==> src/rtl/pcirc_pkg.sv <==
// shared types, constants and widths of the per-core idle residency counter
package pcirc_pkg;

	localparam int NUM_CORES_DEF = 64;
	localparam int REQ_TYPE_W    = 3;
	localparam int CORE_W        = 6;
	localparam int TIME_W        = 40;
	localparam int CNT_W         = 32;
	localparam int PCT_W         = 7;

	localparam logic [REQ_TYPE_W-1:0] REQ_ENTER   = 3'd0;
	localparam logic [REQ_TYPE_W-1:0] REQ_EXIT    = 3'd1;
	localparam logic [REQ_TYPE_W-1:0] REQ_TICK    = 3'd2;
	localparam logic [REQ_TYPE_W-1:0] REQ_STATS   = 3'd3;
	localparam logic [REQ_TYPE_W-1:0] REQ_PERCENT = 3'd4;

	typedef struct packed {
		logic [TIME_W-1:0] enter_time;
		logic [TIME_W-1:0] idle_total;
		logic [CNT_W-1:0]  entry_count;
		logic [TIME_W-1:0] first_time;
		logic [CNT_W-1:0]  tick_count;
		logic              idle_flag;
		logic              seen;
	} pcirc_row_t;

	typedef struct packed {
		logic              ok;
		logic [TIME_W-1:0] idle_ms;
		logic [TIME_W-1:0] since_first_ms;
		logic [CNT_W-1:0]  enter_cnt;
		logic [CNT_W-1:0]  tick_cnt;
		logic [PCT_W-1:0]  idle_percent;
	} pcirc_rsp_t;

	typedef enum logic [2:0] {
		ST_IDLE,
		ST_LOOK,
		ST_APPLY,
		ST_WALK,
		ST_DRAIN,
		ST_DIVIDE,
		ST_HOLD
	} pcirc_state_t;

	function automatic logic [CNT_W-1:0] sat_inc(input logic [CNT_W-1:0] v);
		logic [CNT_W-1:0] r;
		r = (v == '1) ? v : v + CNT_W'(1);
		return r;
	endfunction

endpackage

==> src/rtl/pcirc_stats.sv <==
// live idle time and uptime of one record, then saturating idle total
module pcirc_stats import pcirc_pkg::*; (
	input  logic              clk,
	input  pcirc_row_t        row,
	input  logic [TIME_W-1:0] now_ms,
	output pcirc_row_t        row_s2,
	output logic [TIME_W-1:0] live_s2,
	output logic [TIME_W-1:0] up_s2,
	output logic [TIME_W-1:0] idle
);

	logic [TIME_W:0] idle_sum;

	always_ff @(posedge clk) begin
		row_s2  <= row;
		live_s2 <= (row.idle_flag && (now_ms > row.enter_time)) ?
			now_ms - row.enter_time : '0;
		up_s2   <= (now_ms > row.first_time) ? now_ms - row.first_time : '0;
	end

	assign idle_sum = {1'b0, row_s2.idle_total} + {1'b0, live_s2};
	assign idle     = idle_sum[TIME_W] ? '1 : idle_sum[TIME_W-1:0];

endmodule

==> config.mk <==
export PLATFORM = sky130hd
export DESIGN_NAME = pcirc_stats
export DESIGN_NICKNAME = d
export VERILOG_FILES = /design/src/rtl/pcirc_pkg.sv /design/src/rtl/pcirc_stats.sv
export SDC_FILE = /design/constraint.sdc
export NUM_CORES = 1
export LEC_CHECK = 0
export ABC_CLOCK_PERIOD_IN_PS = 8700
export BUFFER_PORTS_ARGS = -buffer_cell sky130_fd_sc_hd__buf_2
export CAP_MARGIN = 10
export CORE_AREA = 2 2 206 208
export CTS_BUF_LIST = sky130_fd_sc_hd__clkbuf_2
export DETAILED_ROUTE_END_ITERATION = 12
export DIE_AREA = 0 0 208 210
export RECOVER_POWER = 100
export SYNTH_ARGS = -nofsm -noshare
export SYNTH_HDL_FRONTEND = slang
export SYNTH_SLANG_ARGS = --single-unit
==> constraint.sdc <==
create_clock -name clk -period 8.7 [get_ports clk]
set_clock_uncertainty 0.05 [all_clocks]
set_input_delay 1.74 -clock clk [delete_from_list [all_inputs] [get_ports clk]]
set_output_delay 1.74 -clock clk [all_outputs]
set_load 0.03 [all_outputs]
**After elaboration in Yosys (flattened, before gate mapping)**

Index checks and enable logic that the tools add are counted.

- Output and inout bits: 306
- Bits in registers: 266
- Word-level logic and storage cells: 16

- Add/sub/neg operators: 3
- Mux-type cells: 1
- Reduce and logical (&&, ||, !) cells: 1
- Order comparisons: 2

Operator list:

| cell | number |
|---|---|
| greater-than comparator 40 bit | 2 |
| subtractor 40 bit | 2 |
| adder 40 x 40 -> 41 bit | 1 |
| two-way mux 40 bit | 1 |
| logical AND 1 bit | 1 |

**Logic depth before layout (Yosys ltp)**

- Depth after elaboration: 2
- Gate-level depth with buffers: 13
- Depth with buffers taken out: 12

**Least setup slack after synthesis**

Ideal clock, no wire load.

- Kind: reg2out
- From: reg row_s2[106] (netlist name)
- To: out idle[20]
- Slack: 3.711 ns
- Stages on the path, launching flop included: 12
- Arrival: 3.199 ns
- Path through: dfxtp_1 -> ha_1 -> fa_1 -> a211oi_1 -> nor2_1 -> o311a_1 -> o21ai_0 -> a21oi_1 -> a31o_2 -> nand3_1 -> o21ai_0 -> o21ai_0

- Cells in the longest elaborated chain, start to end: 2

Ends and longest elaborated chain:

| element | line | text |
|---|---|---|
| from (decl) | pcirc_stats.sv:6 | `output pcirc_row_t row_s2,` |
| from (signal assigned) | pcirc_stats.sv:15 | `row_s2 <= row;` |
| adder 40 x 40 -> 41 bit | pcirc_stats.sv:21 | `assign idle_sum = {1'b0, row_s2.idle_total} + {1'b0, live_s2};` |
| two-way mux 40 bit | pcirc_stats.sv:22 | `assign idle = idle_sum[TIME_W] ? '1 : idle_sum[TIME_W-1:0];` |
| to (decl) | pcirc_stats.sv:9 | `output logic [TIME_W-1:0] idle` |

No other way between the ends.

**Worst setup path in the final report**

- From: reg row_s2[109] (netlist name)
- To: out idle[33]

The elaborated chain is that of the path after synthesis.

==> out/qor.txt <==
Post-CTS Hold Buffers -> 0
Io pins -> 533
CTS tree -> done
Part of the Yosys area used for sequential elements -> 41.3%
Bufs on Longest Clock Path -> 3
Crit path DAT -> 5.27 ns
Fin crit period -> 7.06 ns
Vias in the first global route -> 12.8k
Crit-path max FO -> 5
Crit Path Class -> register to primary output
Starting Density -> 31.1%
Max Cap Viol -> 2
Final hold viol count -> 0
Largest net degree at the start of global routing -> 42
CP max-delay cell -> a2111oi_0
Family with the most delay on the worst path -> compound AO/OA/AOI/OAI gates
Leading cell type in the layout, fill and taps excluded -> clkbuf_1
Initial antenna violation count -> 5
Synth top area share -> 41.3%
Routed via count -> 12.6k
Detailed Route WL -> 47500 um
Routed Antenna Nets -> 0
Slew margin rel. -> -210%
Synthesized area -> 12900 um2
Min-Delay Path Class -> primary input to register
Clock Sinks -> 266
Post-Synthesis Cells -> 1430
Final-layout fill cell count -> 4501
Post-synth ARST share -> 0%
Number of synthesized register bits -> 266
Max Freq -> 142 MHz
Status -> finished, violations left
Port Buffers -> 532
Share of cells above drive strength 1 -> 14.5%
Residual DRC count -> 0
Vias per Instance -> 4.86
Failing checks -> capacitance limit, slew limit
Area of the multi-input gates -> 6900 um2
Worst slew pin tran -> 4.60 ns
HPWL after DPL -> 39300 um
PwrDens -> 212 nW/um2
Worst vdd ir -> 0.0978 mV
Post-synth EDFFs -> 0
Grt ovf -> 0
Crit share post-route -> 81.2%
Critical Path RT -> 6.91 ns
Most frequent cells in the layout -> clkbuf_1, dfxtp_1, buf_2
First-pass GRT wire length -> 71100 um
Die Outline Area -> 43700 um2
# H-tree levels -> 3
Final GP Congestion -> 0.909
Fin Setup TNS -> 0 ns
Wire per inst -> 18.3 um
Setup violators final -> 0
Post-Syn Nets -> 1780
FP Rows -> 75
Buf/Inv on CP -> 1
CORE AREA -> 41500 um2
RSZ-0062 raised after global routing -> no
Syn Area/Cell -> 9.03 um2
Main synth FF type -> dfxtp_1
Slowest stage delay, CP -> 1.01 ns
Final slew viol count -> 80
Most used cell, CP -> o21ai_0
CP cell instances -> ha_1, a21o_1, a21oi_1, a21boi_0, a211oi_1, o21ai_0, a2111oi_0, o21ai_0, xnor2_1, nand2_1, buf_2
Fin nets -> 2348
Dpl cell area -> 16100 um2
P&R area growth vs syn -> 26.0%
Startpoint Class -> register
Register area -> 5330 um2
Root buffer cell -> clkbuf_2
Die width -> 208 um
Post-CTS Resized -> 0
Post-synth cell types -> 82
TritonCTS Buffers -> 74
Yosys top cell by area -> dfxtp_1
Design area -> 16300 um2
Vert. Die Dim -> 210 um
Leak -> 7.67 nW
Initial DRC Count -> 516
Top post-synthesis cells by area -> dfxtp_1, ha_1, a21oi_1
CTS clock-pin slew for the worst setup and hold paths -> 0.10 ns
Synth warnings -> 0
TritonRoute pass-1 iters -> 5
Crit path capture type -> primary output
Setup Buffers After CTS -> 0
GRT Total Usage -> 20.9%
==> layer usage <==
metal	track usage [%]	wire [um]
met5	0	0
met4	10.5	1670
met3	4.45	2960
met2	36.1	22800
met1	24.7	20100
==> per-stage QoR <==
stage                     cells  power (mW)  hold slack, ns  setup slack, ns  util (%)
after floorplan            1430        2.17            1.72             3.71         -
after global placement     2461        2.54            1.79             3.65      38.7
after detailed placement   2461        2.54            1.79             3.51      38.7
after CTS                  2590        3.55           0.550             2.32      40.5
after global routing       2595        3.66           0.605             1.17      39.2
final                      2595        3.45           0.777             1.64      39.2
==> power breakdown <==
part           switching, mW  leakage [nW]  internal [mW]
sequential            0.0443          2.23           1.31
clock                  0.546         0.526          0.431
combinational          0.778          4.92          0.343
==> state kept, by name, indices dropped and copies added, names as in the netlist <==
register and cells:
up_s2 40, live_s2 40, row_s2 186
==> path summary, 6_finish.rpt <==
check             slack, ns  cells past startpoint           startpoint                  to
hold / removal         0.78                      1              row[95]  row_s2[95]$_DFF_P_
setup / recovery       1.64                     11  row_s2[109]$_DFF_P_            idle[33]
==> Yosys cell counts, types with 10 or more instances <==
cell type  count
dfxtp_1      266
nor2_1       125
ha_1         120
a21oi_1      116
inv_1        113
nand2_1      107
a21o_1        64
o21ai_0       62
xnor2_1       45
xor2_1        42
nor3_1        28
nand3_1       26
clkbuf_1      25
nand4_1       25
and3_1        21
o21bai_1      19
o21a_1        17
a211oi_1      14
nor2b_1       14
a31oi_1       12
and2_1        11
nand2b_1      10
==> final cells by class <==
type	instances	share of cell area, %
multi-input combinational	1010	42.4
tap	539	4.15
timing repair buffer	533	13.6
sequential	266	32.7
antenna	5	0.0769
clock buffer	100	3.08
inverter	113	2.61
clock inverter	29	1.35
==> kinds of logic after synthesis <==
logic type                 Yosys count  synth area share, %
and+or+nand+nor                    403                 14.9
DFF                                266                 41.3
adders and majority gates          123                 12.1
xor gates and xnor gates            87                 5.90
AOI/OAI and AO/OA                  390                 20.5
buffers and inverters              154                 4.78
muxes                                7                0.601
(Power assumes the default switching activity.)
