$ cat src/rtl/pcirc_pkg.sv
// shared types, constants and widths of the per-core idle residency counter
package pcirc_pkg;

	localparam int NUM_CORES_DEF = 64;
	localparam int REQ_TYPE_W    = 3;
	localparam int CORE_W        = 6;
	localparam int TIME_W        = 40;
	localparam int CNT_W         = 32;
	localparam int PCT_W         = 7;

	localparam logic [REQ_TYPE_W-1:0] REQ_ENTER   = 3'd0;
	localparam logic [REQ_TYPE_W-1:0] REQ_EXIT    = 3'd1;
	localparam logic [REQ_TYPE_W-1:0] REQ_TICK    = 3'd2;
	localparam logic [REQ_TYPE_W-1:0] REQ_STATS   = 3'd3;
	localparam logic [REQ_TYPE_W-1:0] REQ_PERCENT = 3'd4;

	typedef struct packed {
		logic [TIME_W-1:0] enter_time;
		logic [TIME_W-1:0] idle_total;
		logic [CNT_W-1:0]  entry_count;
		logic [TIME_W-1:0] first_time;
		logic [CNT_W-1:0]  tick_count;
		logic              idle_flag;
		logic              seen;
	} pcirc_row_t;

	typedef struct packed {
		logic              ok;
		logic [TIME_W-1:0] idle_ms;
		logic [TIME_W-1:0] since_first_ms;
		logic [CNT_W-1:0]  enter_cnt;
		logic [CNT_W-1:0]  tick_cnt;
		logic [PCT_W-1:0]  idle_percent;
	} pcirc_rsp_t;

	typedef enum logic [2:0] {
		ST_IDLE,
		ST_LOOK,
		ST_APPLY,
		ST_WALK,
		ST_DRAIN,
		ST_DIVIDE,
		ST_HOLD
	} pcirc_state_t;

	function automatic logic [CNT_W-1:0] sat_inc(input logic [CNT_W-1:0] v);
		logic [CNT_W-1:0] r;
		r = (v == '1) ? v : v + CNT_W'(1);
		return r;
	endfunction

endpackage

$ cat src/rtl/pcirc_div.sv
// idle percentage: cap, scale by one hundred, restoring divide one bit a cycle
module pcirc_div import pcirc_pkg::*; #(
	parameter int NUM_CORES = NUM_CORES_DEF,
	localparam int SUM_W = TIME_W + $clog2(NUM_CORES)
) (
	input  logic             clk,
	input  logic             arst_n,
	input  logic             start,
	input  logic [SUM_W-1:0] isum,
	input  logic [SUM_W-1:0] tsum,
	output logic             done,
	output logic [PCT_W-1:0] pct
);

	localparam int PROD_W = SUM_W + PCT_W;
	localparam int STEP_W = $clog2(PCT_W + 1);

	logic              busy_q;
	logic              done_q;
	logic [STEP_W-1:0] step_q;
	logic [PROD_W-1:0] num_q;
	logic [PROD_W-1:0] dsh_q;
	logic [PCT_W-1:0]  quo_q;
	logic              zero_q;
	logic              ge;

	assign ge = (num_q >= dsh_q);

	always_ff @(posedge clk or negedge arst_n) begin
		if (!arst_n) begin
			busy_q <= 1'b0;
			done_q <= 1'b0;
			step_q <= '0;
		end else begin
			done_q <= busy_q && (step_q == STEP_W'(PCT_W));
			if (start) begin
				busy_q <= 1'b1;
				step_q <= '0;
			end else if (busy_q) begin
				step_q <= step_q + STEP_W'(1);
				if (step_q == STEP_W'(PCT_W)) begin
					busy_q <= 1'b0;
				end
			end
		end
	end

	always_ff @(posedge clk) begin
		if (start) begin
			num_q  <= PROD_W'((isum > tsum) ? tsum : isum);
			dsh_q  <= PROD_W'(tsum) << (PCT_W - 1);
			zero_q <= (tsum == '0);
			quo_q  <= '0;
		end else if (busy_q) begin
			if (step_q == '0) begin
				// times 100 as 64 + 32 + 4
				num_q <= (num_q << 6) + (num_q << 5) + (num_q << 2);
			end else begin
				if (ge) begin
					num_q <= num_q - dsh_q;
				end
				dsh_q <= dsh_q >> 1;
				quo_q <= {quo_q[PCT_W-2:0], ge};
			end
		end
	end

	assign done = done_q;
	assign pct  = zero_q ? '0 : quo_q;

endmodule

$ cat config.mk
export PLATFORM = sky130hd
export DESIGN_NAME = pcirc_div
export DESIGN_NICKNAME = d
export VERILOG_FILES = /design/src/rtl/pcirc_pkg.sv /design/src/rtl/pcirc_div.sv
export SDC_FILE = /design/constraint.sdc
export NUM_CORES = 1
export LEC_CHECK = 0
export BUFFER_PORTS_ARGS = -buffer_cell sky130_fd_sc_hd__buf_4
export CAP_MARGIN = 10
export CELL_PAD_IN_SITES_DETAIL_PLACEMENT = 1
export CELL_PAD_IN_SITES_GLOBAL_PLACEMENT = 2
export CORE_MARGIN = 2
export CORE_UTILIZATION = 36
export CTS_BUF_LIST = sky130_fd_sc_hd__clkbuf_8
export CTS_CLUSTER_DIAMETER = 200
export CTS_CLUSTER_SIZE = 10
export DETAILED_ROUTE_END_ITERATION = 10
export PLACE_DENSITY_LB_ADDON = 0.1
export SYNTH_ARGS = -nofsm -noshare
export SYNTH_HDL_FRONTEND = slang
export SYNTH_SLANG_ARGS = --single-unit
$ cat constraint.sdc
create_clock -name clk -period 5.4 [get_ports clk]
set_input_delay 0 -clock clk [delete_from_list [all_inputs] [get_ports clk]]
set_output_delay 0 -clock clk [all_outputs]
set_load 0.005 [all_outputs]
======== Word-level counts from Yosys, hierarchy flattened ========
Index checks and enable logic that the tools add are counted.
word-level totals
  output and inout bits ................... 8
  flip-flop bits (word level) ............. 118
  word-level logic and storage cells ...... 39
  bits of input ports ..................... 95
cells by class
  $add $sub $neg .......................... 4
  bitwise logic cells ..................... 1
  equality and inequality tests ........... 2
  muxes and demuxes ....................... 14
  reduce and logical (&&, ||, !) cells .... 8
  order comparisons ....................... 2
operator list
  operator               count
  $mux W53               4
  $mux W52               3
  $add A53 B53 Y53       2
  $ge A53 B52 Y1         1
  $sub A53 B52 Y53       1
  $gt A46 B46 Y1         1
  $logic_not A46 Y1      1
  $mux W46               1
  $mux W7                1
  $mux W3                2
  $reduce_and A2 Y1      3
  $add A3 B1 Y3 const B  1
  $eq A3 B3 Y1 const B   1
  $logic_not A3 Y1       1
  $mux W1                3
  $reduce_bool A3 Y1     1
  $ne A2 B2 Y1 const B   1
  $reduce_bool A2 Y1     1
  $logic_and A1 B1 Y1    1
  $not A1 Y1             1

======== Depth between registers and ports, before layout ========
  depth in word-level cells ............... 5
  depth in mapped cells ................... 15
  gate-level depth less buffers ........... 14

======== Worst setup path before layout ========
OpenSTA, ideal clock, no wires.
  kind .................................... register to register
  start ................................... reg num_q[13]
  end ..................................... reg num_q[0] (enable)
  slack ................................... -0.336 ns
  buffers on the path ..................... 1
  arrival ................................. 5.241 ns
  stages on the path, launching flop included .. 12
  setup time .............................. 0.495 ns
  cell sequence ........................... edfxtp_1 -> ha_1 -> clkbuf_1 -> nand4_1 -> nor3_1 -> a22oi_1 -> a31oi_1 -> o31a_1 -> o41ai_2 -> o21ai_0 -> nand3_1 -> a31oi_1
between the ends
  cells in the longest elaborated chain, start to end .. 3
ends and longest elaborated chain
  what                          line             text
  start: declaration            pcirc_div.sv:21  logic [PROD_W-1:0] num_q;
  start signal: assignment      pcirc_div.sv:50  num_q <= PROD_W'((isum > tsum) ? tsum : isum);
  start signal: assignment      pcirc_div.sv:57  num_q <= (num_q << 6) + (num_q << 5) + (num_q << 2);
  start signal: assignment      pcirc_div.sv:60  num_q <= num_q - dsh_q;
  $ge A53 B52 Y1                pcirc_div.sv:27  assign ge = (num_q >= dsh_q);
  $reduce_bool A3 Y1 (no line)  -
  $reduce_and A2 Y1 (no line)   -
No other way between the ends.
A chain may end at the register's enable or synchronous reset.

======== Worst setup path after layout ========
  start ................................... reg num_q[1]
  end ..................................... reg num_q[52], data pin
between the ends
  cells in the longest elaborated chain, start to end .. 5
  elaborated cells on any way between the ends .. 7
ends and longest elaborated chain
  what                                                  line                              text
  $add A53 B53 Y53 or $sub A53 B52 Y53 (tied branches)  pcirc_div.sv:57, pcirc_div.sv:60
  $add A53 B53 Y53 or $mux W53 (tied branches)          pcirc_div.sv:57, pcirc_div.sv:59
  $mux W53 (*)                                          pcirc_div.sv:55                   if (step_q == '0) begin
  $mux W53 (*)                                          pcirc_div.sv:54                   end else if (busy_q) begin
  $mux W53 (*)                                          pcirc_div.sv:49                   if (start) begin
Every way passes the cells marked *; elsewhere a longest branch is shown, timed or not. The select of a mux whose other input is x is not followed.

==> metrics.md <==
| Metric | Value |
|---|---|
| Period utilization | `0.838` |
| Cell area after layout | `0.0156 mm²` |
| Final Util | `0.428` |
| Drt drc | `0` |
| Layout fillers | `4,208` |
| Highest net fanout along the worst path | `5` |
| Clock sinks | `118` |
| Antenna diodes | `0` |
| Reg2Reg Launch Point | `num_q[1]$_DFFE_PP_` |
| Worst Skew | `0.0186 ns` |
| Vias per inst | `5.81` |
| Initial Utilization | `0.365` |
| Final Hold Fails | `0` |
| DR iter-0 viols | `882` |
| CTS tree | `yes` |
| Drt pass-1 iters | `5` |
| Total track usage | `0.271` |
| Setup-failing EPs final | `0` |
| Pin count of the biggest net entering global routing | `88` |
| Post-Syn Nets | `1,776` |
| Nets@finish | `1,909` |
| Clk slew on worst S/H paths | `0.10 ns` |
| Core region area | `0.0365 mm²` |
| Place WS | `0.896 ns` |
| H-tree levels | `4` |
| Slew Limit Fails | `0` |
| Synthesized cell area | `0.0133 mm²` |
| Predominant post-synthesis flop cell | `edfxtp_1` |
| Vias after detailed routing | `12,200` |
| Worst path arrival time | `4.82 ns` |
| Minimum clock period | `4.52 ns` |
| Critical path class | `register to register` |
| Mapped Avg Cell Area | `8.98 µm²` |
| CP required | `5.69 ns` |
| Top post-synthesis cells by count | `ha_1 (148), a21oi_1 (144), inv_1 (128)` |
| Hold crit path type | `primary input to register` |
| Flop2flop setup slack | `0.88 ns` |
| Die Wd | `196 µm` |
| R2r worst-path depth | `14` |
| Fmax | `0.221 GHz` |
| Min-delay src | `isum[21]` |
| Mapped Cells | `1,485` |
| Normalized max-slew margin | `0.327` |
| Total CTS buffers | `17` |
| Total gr overflow | `0` |
| Worst Tran Pin Value | `1.01 ns` |
| #FFs+latches synth | `118` |
| Clk_lat worst skew | `0.48 ns` |
| Yosys top cell area share | `0.225` |
| Sequential area share after synthesis | `0.254` |
| Syn-to-layout area delta | `17.2%` |
| Total wire length | `51,500 µm` |
| Top cells by area, synth | `edfxtp_1 (23%), ha_1 (14%), fa_1 (7.2%)` |
| CP endpoint kind | `register` |
| Worst hold path cell count | `3` |
| Avg WL per Cell | `24.5 µm` |
| Worst setup SP type | `register` |
| Initial antenna violation count | `0` |
| Max-cap violations | `0` |
| Final worst setup slack | `0.875 ns` |
| RD Place Congestion | `0.893` |
| Clock root cell | `clkbuf_8` |
| Placed cell areas | `0.0146 mm²` |
| Post-DP HPWL | `41,600 µm` |
| Die area | `0.0386 mm²` |
| Biggest area consumer among synthesized cells | `edfxtp_1` |
| Status | `finished, final reports clean` |
| Global-route wire length before repair | `78,800 µm` |
| Most common cell in the synthesized netlist | `ha_1` |
| Yosys warnings | `0` |
| Core Rows | `70` |
| Antenna viol nets, final | `0` |
| IO Pins | `103` |
| Yosys cell types | `78` |
| Post-synth EDFFs | `100` |
| Setup TNS Final | `0 ns` |
| Share of cells above drive strength 1 | `0.113` |
| Unrepaired setup endpoints after global routing | `false` |
| Setup Buffers After CTS | `0` |
| Die height | `196 µm` |
| WHS Endpoint | `num_q[21]$_DFFE_PP_` |
| RR Endpoint | `num_q[52]$_SDFFCE_PP0P_` |
| Fraction of registers with async set/reset | `0.0424` |
| # port buffers | `102` |
| CTS max path bufs | `2` |
| Number of global-route vias before repair | `12,600` |
[metrics by stage]
step           hold WS [ns]  cells
5_1_grt              0.0164   2099
3_5_place_dp         -0.194   2003
2_1_floorplan        -0.296   1485
4_1_cts             0.00652   2099
6_report             0.0297   2099
3_3_place_gp         -0.196   2002
[cells by family (layout without fill, tap and decap cells)]
kind of cell,after synthesis,in the layout,synth area share
fa+ha+maj,196,196,0.211
simple gates,330,330,0.121
flops,118,118,0.254
compound gates,511,511,0.262
mux,49,49,0.0377
xor+xnor,88,88,0.0578
buf+inv,193,339,0.0557
[repair_timing]
item	in CTS	in global routing
hold endpoints to repair	68	0
gates resized for setup	0	0
hold buffers	64	0
[routing by layer]
layer	up-vias	GRT usage	routed length, µm
met4	0	0.0730	1100
li1	5800	-	-
met3	43	0.0299	2260
met1	6072	0.411	26000
met2	278	0.408	22100
met5	-	0	0
[state kept, by name (all words and copies together), names as in the netlist]
name	cells
num_q	53
busy_q	1
quo_q	7
dsh_q	52
zero_q	1
step_q	3
done	1
[final cells by class]
class                           count  area, µm²  share of cell area
Clock buffer                       17        234              0.0150
Clock inverter                     15        194              0.0124
Sequential cell                   118       3390               0.217
Multi-Input combinational cell   1174       9240               0.591
Inverter                          128        480              0.0307
Timing Repair Buffer              179       1500              0.0961
Tap cell                          468        586              0.0375
[cell usage in the layout (no fill, tap or decap), types with 5 or more instances in the layout]
cell and n:
nand2_1 82, nand2b_1 11, edfxtp_1 100, a22o_1 53
nor2_1 90, and3_1 8, o21bai_1 18, o211ai_1 10
o22ai_1 5, or3_1 11, inv_1 127, dfxtp_1 13
nor4_1 16, a31oi_1 16, nand4_1 36, buf_4 114
clkbuf_8 17, o21ai_0 63, xnor2_1 49, a21oi_1 144
nor2b_1 14, mux2i_1 39, o31ai_1 5, fa_1 48
a22oi_1 11, a21o_1 83, ha_1 148, o21a_1 12
a211oi_1 39, xor2_1 39, dlygate4sd3_1 64, dfrtp_1 5
nand3_1 16, nor3_1 22, mux2_2 10
[critical path: stages (launching register included)]
cell	delay [ns]
edfxtp_1	0.51
fa_1	0.50
ha_1	0.24
fa_1	0.41
a21o_1	0.20
a31oi_1	0.27
o211ai_1	0.27
o2111ai_1	0.39
nand3_1	0.24
o41ai_4	0.34
o21ai_1	0.12
a311oi_1	0.39
xnor2_1	0.17
nor2_1	0.06
a211oi_1	0.22
[worst max-delay path by stage]
stage / start / end / slack, ns / cells past startpoint
2_1_floorplan: num_q[29]$_DFFE_PP_ / num_q[0]$_DFFE_PP_ / 0.92 / 9
3_3_place_gp: num_q[1]$_DFFE_PP_ / num_q[52]$_SDFFCE_PP0P_ / 1.02 / 14
3_5_place_dp: num_q[1]$_DFFE_PP_ / num_q[52]$_SDFFCE_PP0P_ / 0.90 / 14
4_1_cts: num_q[1]$_DFFE_PP_ / num_q[52]$_SDFFCE_PP0P_ / 0.85 / 14
5_1_grt: num_q[1]$_DFFE_PP_ / num_q[52]$_SDFFCE_PP0P_ / 0.60 / 14
6_report: num_q[1]$_DFFE_PP_ / num_q[52]$_SDFFCE_PP0P_ / 0.88 / 14
Power is not shown: default switching activity piles up to over one toggle a cycle in this logic, so the estimate is an artifact.
